File: config.mk
export PLATFORM = sky130hd
export DESIGN_NAME = echo_pulse_collision_detector
export DESIGN_NICKNAME = d
export VERILOG_FILES = /design/src/design/epcd_pkg.sv /design/src/design/echo_pulse_collision_detector.sv /design/src/design/epcd_step.sv
export SDC_FILE = /design/constraint.sdc
export NUM_CORES = 1
export LEC_CHECK = 0
export BUFFER_PORTS_ARGS = -buffer_cell sky130_fd_sc_hd__buf_2
export CAP_MARGIN = 10
export CORE_MARGIN = 4
export CORE_UTILIZATION = 35
export CTS_CLUSTER_DIAMETER = 30
export DETAILED_ROUTE_END_ITERATION = 8
export HOLD_SLACK_MARGIN = 0.12
export MAX_ROUTING_LAYER = met4
export PLACE_DENSITY = 0.61
export REMOVE_ABC_BUFFERS = 1
export SLEW_MARGIN = 10
export SYNTH_ARGS = -nofsm -noshare
export SYNTH_HDL_FRONTEND = slang
export SYNTH_SLANG_ARGS = --single-unit
File: constraint.sdc
create_clock -name clk_i -period 14.34 [get_ports clk_i]
set_input_delay 2.151 -clock clk_i [delete_from_list [all_inputs] [get_ports clk_i]]
set_output_delay 2.151 -clock clk_i [all_outputs]
set_load 0.01 [all_outputs]
File: src/design/epcd_pkg.sv
// Shared types and constants for the echo pulse collision detector.
// No dependencies; imported by epcd_step and echo_pulse_collision_detector.
`timescale 1ns / 1ps
`default_nettype none

package epcd_pkg;

  // Field and state widths.
  localparam int unsigned CaptureW   = 32;
  localparam int unsigned MaxWidthW  = 16;
  localparam int unsigned SamplesW   = 4;
  localparam int unsigned ThresholdW = 9;
  localparam int unsigned SumW       = 13;
  localparam int unsigned CountW     = SamplesW;
  localparam int unsigned DistW      = 9;   // largest distance is 294
  localparam int unsigned AddrW      = 4;
  localparam int unsigned DataW      = 32;

  // Register reset values.
  localparam logic [MaxWidthW-1:0]  MaxWidthRst  = 16'd40000;
  localparam logic [SamplesW-1:0]   SamplesRst   = 4'd10;
  localparam logic [ThresholdW-1:0] ThresholdRst = 9'd20;

  // Register indexes (byte address divided by four).
  localparam logic [1:0] RegMaxWidth  = 2'd0;
  localparam logic [1:0] RegSamples   = 2'd1;
  localparam logic [1:0] RegThreshold = 2'd2;

  // distance = floor(100 * width / 22272). With the rounded-up reciprocal
  // below and a shift of 32 the result is exact for every 16-bit width, as
  // the accumulated rounding error stays below one step of the quotient.
  localparam int unsigned DistScale   = 100;
  localparam int unsigned DistDivisor = 48 * 58 * 8;
  localparam int unsigned DistShift   = 32;
  localparam int unsigned RecipW      = 25;
  localparam longint unsigned DistRecipL =
      ((64'(DistScale) << DistShift) + 64'(DistDivisor) - 64'd1) / 64'(DistDivisor);
  localparam logic [RecipW-1:0] DistRecip = RecipW'(DistRecipL);
  localparam int unsigned ProdW = MaxWidthW + RecipW;

  typedef struct packed {
    logic [MaxWidthW-1:0]  max_width;
    logic [SamplesW-1:0]   samples;
    logic [ThresholdW-1:0] threshold;
  } cfg_t;

  typedef struct packed {
    logic                phase;
    logic [CaptureW-1:0] prev;
    logic [SumW-1:0]     sum;
    logic [CountW-1:0]   count;
  } state_t;

endpackage

`default_nettype wire

File: src/design/echo_pulse_collision_detector.sv
// Top level of the echo pulse collision detector: stream ports, APB register
// file, input and result registers. Depends on epcd_pkg and epcd_step.
`timescale 1ns / 1ps
`default_nettype none

// Each transfer on the input stream carries one 32-bit timestamp captured at
// an edge of an ultrasonic echo line. Edges alternate between rising and
// falling; on a falling edge the pulse width is checked against max_width
// (and against a timestamp that went backwards), converted to a distance of
// floor(100 * width / 22272) and accumulated. Once samples_per_decision
// good samples have been gathered (zero means sixteen), one transfer leaves
// on the output stream with bit 0 set when the average distance lies below
// distance_threshold; the accumulator then starts afresh. Rising edges and
// rejected pulses produce no output. The block takes one timestamp in every
// clock cycle unless input is held off: a timestamp is held in an input
// register and processed there in a single pass, with one constant multiplier
// for the distance, and a result is then loaded into the output register. The
// output register lets the next timestamp be taken while a result still waits;
// input is held off only when a result is pending in both the output register
// and the processing stage and the output is not being drained. Registers must
// be written over the APB port only while the block is idle; the block itself
// does not enforce this.
module echo_pulse_collision_detector (
  input  logic        clk_i,
  input  logic        rst_ni,
  // Input stream.
  input  logic        s_axis_tvalid,
  output logic        s_axis_tready,
  input  logic [31:0] s_axis_tdata,   // [31:0] capture_time
  // Output stream.
  output logic        m_axis_tvalid,
  input  logic        m_axis_tready,
  output logic [7:0]  m_axis_tdata,   // [0] collision, [7:1] zero
  // Configuration port.
  input  logic        psel,
  input  logic        penable,
  input  logic        pwrite,
  input  logic [3:0]  paddr,
  input  logic [31:0] pwdata,
  output logic [31:0] prdata,
  output logic        pready
);
  import epcd_pkg::*;

  cfg_t                cfg_q, cfg_d;
  state_t              state_q, state_next;
  logic                in_valid_q, in_valid_d;
  logic [CaptureW-1:0] in_time_q;
  logic                out_valid_q, out_valid_d;
  logic                out_coll_q;
  logic                produce, collision;
  logic                advance, s_accept, cfg_write;
  logic [1:0]          reg_index;

  // ---------------------------------------------------------------------
  // Register file. Writes complete in the access phase; pready is fixed.
  // ---------------------------------------------------------------------
  assign pready    = 1'b1;
  assign reg_index = paddr[AddrW-1:2];
  assign cfg_write = psel && penable && pwrite && pready;

  always_comb begin
    cfg_d = cfg_q;
    if (cfg_write) begin
      unique case (reg_index)
        RegMaxWidth:  cfg_d.max_width = pwdata[MaxWidthW-1:0];
        RegSamples:   cfg_d.samples   = pwdata[SamplesW-1:0];
        RegThreshold: cfg_d.threshold = pwdata[ThresholdW-1:0];
        default:      cfg_d = cfg_q;
      endcase
    end
  end

  always_comb begin
    unique case (reg_index)
      RegMaxWidth:  prdata = DataW'(cfg_q.max_width);
      RegSamples:   prdata = DataW'(cfg_q.samples);
      RegThreshold: prdata = DataW'(cfg_q.threshold);
      default:      prdata = '0;
    endcase
  end

  always_ff @(posedge clk_i or negedge rst_ni) begin
    if (!rst_ni) begin
      cfg_q.max_width <= MaxWidthRst;
      cfg_q.samples   <= SamplesRst;
      cfg_q.threshold <= ThresholdRst;
    end else begin
      cfg_q <= cfg_d;
    end
  end

  // ---------------------------------------------------------------------
  // Processing stage. The held timestamp moves on unless it would produce
  // a result while the output register is full and not being drained.
  // ---------------------------------------------------------------------
  epcd_step u_step (
    .cfg_i       (cfg_q),
    .state_i     (state_q),
    .capture_i   (in_time_q),
    .state_o     (state_next),
    .produce_o   (produce),
    .collision_o (collision)
  );

  assign advance       = in_valid_q && (!produce || !out_valid_q || m_axis_tready);
  assign s_axis_tready = !in_valid_q || advance;
  assign s_accept      = s_axis_tvalid && s_axis_tready;

  always_comb begin
    in_valid_d = in_valid_q;
    if (s_accept) begin
      in_valid_d = 1'b1;
    end else if (advance) begin
      in_valid_d = 1'b0;
    end
  end

  always_comb begin
    out_valid_d = out_valid_q;
    if (advance && produce) begin
      out_valid_d = 1'b1;
    end else if (m_axis_tready) begin
      out_valid_d = 1'b0;
    end
  end

  always_ff @(posedge clk_i or negedge rst_ni) begin
    if (!rst_ni) begin
      in_valid_q  <= 1'b0;
      out_valid_q <= 1'b0;
      state_q     <= '0;
    end else begin
      in_valid_q  <= in_valid_d;
      out_valid_q <= out_valid_d;
      if (advance) begin
        state_q <= state_next;
      end
    end
  end

  // Payload registers carry no reset.
  always_ff @(posedge clk_i) begin
    if (s_accept) begin
      in_time_q <= s_axis_tdata;
    end
    if (advance && produce) begin
      out_coll_q <= collision;
    end
  end

  assign m_axis_tvalid = out_valid_q;
  assign m_axis_tdata  = {7'b0, out_coll_q};

  // ---------------------------------------------------------------------
  // Checks.
  // ---------------------------------------------------------------------
  // A decision always clears the accumulator.
  assert property (@(posedge clk_i) disable iff (!rst_ni)
    (advance && produce) |=> (state_q.sum == '0 && state_q.count == '0))
    else $error("accumulator not cleared after a decision");

  // A rising edge never produces a result.
  assert property (@(posedge clk_i) disable iff (!rst_ni)
    (in_valid_q && !state_q.phase) |-> !produce)
    else $error("result produced on a rising edge");

  // Every processed timestamp becomes the previous capture.
  assert property (@(posedge clk_i) disable iff (!rst_ni)
    advance |=> (state_q.prev == $past(in_time_q)))
    else $error("previous capture not updated");

  // Input is held off only while input and output registers are both full.
  assert property (@(posedge clk_i) disable iff (!rst_ni)
    !s_axis_tready |-> (in_valid_q && out_valid_q))
    else $error("input stalled without a pending result");

endmodule

`default_nettype wire

File: src/design/epcd_step.sv
// Per-edge update of the echo pulse collision detector: pulse width check,
// distance conversion, accumulation and decision. Depends on epcd_pkg.
`timescale 1ns / 1ps
`default_nettype none

module epcd_step (
  input  epcd_pkg::cfg_t                  cfg_i,
  input  epcd_pkg::state_t                state_i,
  input  logic [epcd_pkg::CaptureW-1:0]   capture_i,
  output epcd_pkg::state_t                state_o,
  output logic                            produce_o,
  output logic                            collision_o
);
  import epcd_pkg::*;

  logic [CaptureW-1:0] width;
  logic                reject;
  logic [ProdW-1:0]    product;
  logic [DistW-1:0]    distance;
  logic [CountW:0]     count_inc;
  logic [CountW:0]     target;
  logic [SumW:0]       sum_wide;
  logic [SumW-1:0]     sum_new;
  logic [ThresholdW+CountW:0] limit;
  logic                decide;

  assign width    = capture_i - state_i.prev;
  assign reject   = (width > CaptureW'(cfg_i.max_width)) || (capture_i < state_i.prev);
  assign product  = ProdW'(width[MaxWidthW-1:0]) * ProdW'(DistRecip);
  assign distance = product[DistShift +: DistW];

  // A sample setting of zero stands for sixteen samples.
  assign count_inc = (CountW+1)'(state_i.count) + (CountW+1)'(1);
  assign target    = (cfg_i.samples == '0) ? (CountW+1)'(16) : (CountW+1)'(cfg_i.samples);
  assign decide    = count_inc >= target;

  assign sum_wide = (SumW+1)'(state_i.sum) + (SumW+1)'(distance);
  assign sum_new  = sum_wide[SumW-1:0];
  assign limit    = (ThresholdW+CountW+1)'(cfg_i.threshold) *
                    (ThresholdW+CountW+1)'(count_inc);

  always_comb begin
    state_o      = state_i;
    state_o.prev = capture_i;
    produce_o    = 1'b0;
    collision_o  = (ThresholdW+CountW+1)'(sum_new) < limit;
    if (!state_i.phase) begin
      // Rising edge: only the phase and the previous capture move on.
      state_o.phase = 1'b1;
    end else if (reject) begin
      // Implausible pulse: stay in the high phase so the next edge pairs up.
      state_o.phase = 1'b1;
    end else begin
      state_o.phase = 1'b0;
      if (decide) begin
        produce_o     = 1'b1;
        state_o.sum   = '0;
        state_o.count = '0;
      end else begin
        state_o.sum   = sum_new;
        state_o.count = count_inc[CountW-1:0];
      end
    end
  end

endmodule

`default_nettype wire

==> run summary <==
status -> complete, no violations
reg2reg path depth -> 42
crit path capture -> out_coll_q
first-pass detailed-route iteration total -> 5
YS warnings -> 0
htree depth -> 4
Seq/Total Area, Yosys -> 20.8%
RD Place Congestion -> 0.893
worst path bufs/invs -> 6
largest area contributor in the netlist -> ha_1
r2r endpoint -> out_coll_q
Layout area overhead -> 10.2%
Synth area leaders -> ha_1 24%, fa_1 16%, dfrtp_1 12%, inv_1 8.0%, edfxtp_1 6.8%
global route total overflow -> 0
FF-to-FF setup slack -> 3.35 ns
fillcell total -> 4082
synthesized instance count -> 1521
CP Class -> register to register
Async SR Flop Fraction -> 71.1%
Cell Area, Synth -> 14500 µm²
cts hold-fix bufs -> 0
slowest stage cell, crit path -> fa_1
CTS sink cnt -> 114
setup slack after layout -> 3.35 ns
CTS Buf Count -> 17
Post-synth EDFFs -> 33
CP Data Required Time -> 14.50 ns
critical path depth -> 42
CP max stage delay -> 0.56 ns
largest net degree at the start of global routing -> 59
WL/cell -> 14.9 µm
Root Driver -> clkbuf_16
Critical Path Fanout Max -> 10
Crit path max-delay family -> adder cells
mean post-synth cell area -> 9.55 µm²
CTS tree -> yes
CP Launch Point -> in_time_q[4]
Bufs on Longest Clock Path -> 2
slew margin rel. -> 32.4%
via count of the first global-routing pass -> 10900
Clock Pin Slew Worst Setup and Hold Paths -> 0.06 ns
Port Buffer Count -> 75
Worst Skew -> 0.0141 ns
fmax -> 91.0 MHz
Hold Vio Cnt, Final -> 0
worst r2r src -> in_time_q[4]
Worst EP arrival -> 11.15 ns
worst slew pin tran -> 1.01 ns
# DRC -> 0
Max Cap Violations -> 0
Die ar. -> 44800 µm²
most frequent cell after synthesis -> inv_1
Die X -> 212 µm
initial antenna violation count -> 0
post-synthesis register bit count -> 114
Core Rows -> 74
TNS Setup -> 0 ns
final period demand of the worst path -> 10.99 ns
RSZ-0062 raised after global routing -> false
top-level port count -> 118
first-pass GRT wire length -> 54100 µm
Antenna Cells -> 0
Final ANT Viol Nets -> 0
clk_lat worst skew -> 0.43 ns
hold crit path type -> register to register
Via density -> 4.89
core area -> 40900 µm²
fin crit share -> 76.7%
total number of vias -> 10500
pre-CTS setup slack -> 3.39 ns
dpl hpwl -> 26400 µm
CP endpoint kind -> register
CP startpoint kind -> register
Commonest cells post-synth -> 309 x inv_1, 279 x ha_1, 117 x fa_1
Worst path most repeated cell -> fa_1
initial core utilization -> 35.5%
Die Height -> 212 µm
share of cells above drive strength 1 -> 11.8%
post-CTS sizing -> 0
final slew viol count -> 0
final setup violation count -> 0
nets@finish -> 2071
Yosys cell types -> 77
global-route usage over all layers -> 15.2%
Yosys top cell area share -> 24.0%
Main synth FF type -> dfrtp_1
total wire length -> 31900 µm
Post-CTS Setup Inserts -> 0
DR iter-0 viols -> 448
[sequential cells by signal (all words and copies together), names as in the netlist]
register       flops
cfg_q             29
in_time_q         32
in_valid_q         1
m_axis_tvalid      1
out_coll_q         1
state_q           50
[how the worst min path moves through the flow]
stage / start / to / slack, ns / cells past startpoint
floorplan: state_q[11] / state_q[11] / 0.46 / 1
global placement: state_q[11] / state_q[11] / 0.48 / 1
detailed placement: state_q[32] / state_q[32] / 0.50 / 1
CTS: state_q[32] / state_q[32] / 0.51 / 1
global route: state_q[21] / state_q[21] / 0.52 / 1
finish: state_q[34] / state_q[34] / 0.50 / 1
[worst register-to-register path: cells and delay by family, from the launching register on]
family	cells	cell delay [ns]
adders and majority gates	10	4.38
AOI/OAI and AO/OA	15	3.37
and+or+nand+nor	8	1.43
buffers and inverters	6	0.60
xor gates and xnor gates	3	0.57
DFF	1	0.39
[cell type report]
| class | instances | area, µm² | area share, % |
|---|---|---|---|
| clock inverter | 15 | 148 | 0.922 |
| multi-input combinational | 1066 | 10100 | 62.9 |
| tap | 532 | 666 | 4.16 |
| timing repair buffer | 92 | 505 | 3.16 |
| clock buffer | 17 | 425 | 2.66 |
| sequential | 114 | 3030 | 18.9 |
| inverter | 309 | 1160 | 7.25 |
[layer usage]
metal / vias up / track usage, % / wire length (µm)
met5: - / - / 0
met4: 0 / 3.20 / 524
met3: 27 / 2.36 / 1250
met2: 190 / 24.0 / 14700
met1: 5042 / 20.8 / 15400
li1: 5231 / - / -
[layout by cell type, fill, tap and decap left out, types with 8 or more instances in the layout]
cell type,netlist,layout
inv_1,309,309
ha_1,279,279
fa_1,117,117
nand2_1,101,101
a21oi_1,75,75
buf_2,6,74
dfrtp_1,72,72
o21ai_0,65,65
mux2_2,43,43
nor2_1,39,39
xnor2_1,35,35
edfxtp_1,33,33
a21o_1,26,26
conb_1,2,24
mux2i_1,22,22
nor3_1,21,20
and2_1,18,18
buf_4,26,18
nand3_1,17,17
clkbuf_16,0,17
xor2_1,16,16
nand4_1,14,14
o211ai_1,11,11
nor2b_1,11,11
nand2b_1,11,11
o21a_1,10,10
a211oi_1,9,9
dfstp_2,9,9
and3_1,8,8
o21ai_1,8,8
[per-stage QoR]
| step | cells | utilization [%] | area (µm²) | hold WS [ns] |
|---|---|---|---|---|
| 2_1_floorplan | 1489 | - | 14300 | 0.465 |
| 3_3_place_gp | 2113 | 37.7 | 15400 | 0.483 |
| 3_5_place_dp | 2113 | 37.7 | 15400 | 0.495 |
| 4_1_cts | 2145 | 39.1 | 16000 | 0.508 |
| 5_1_grt | 2145 | 39.1 | 16000 | 0.516 |
| 6_report | 2145 | 39.1 | 16000 | 0.503 |
[logic make-up (layout without fill, tap and decap cells)]
group	Yosys count	in the layout	synth area share, %
fa+ha+maj	396	396	40.1
mux	68	68	5.11
other cells	2	24	0.0517
compound gates	253	253	10.8
simple gates	274	274	9.54
xor+xnor	51	51	3.07
flops	114	114	20.8
buf+inv	363	433	10.4
Power is not shown: default switching activity piles up to over one toggle a cycle in this logic, so the estimate is an artifact.
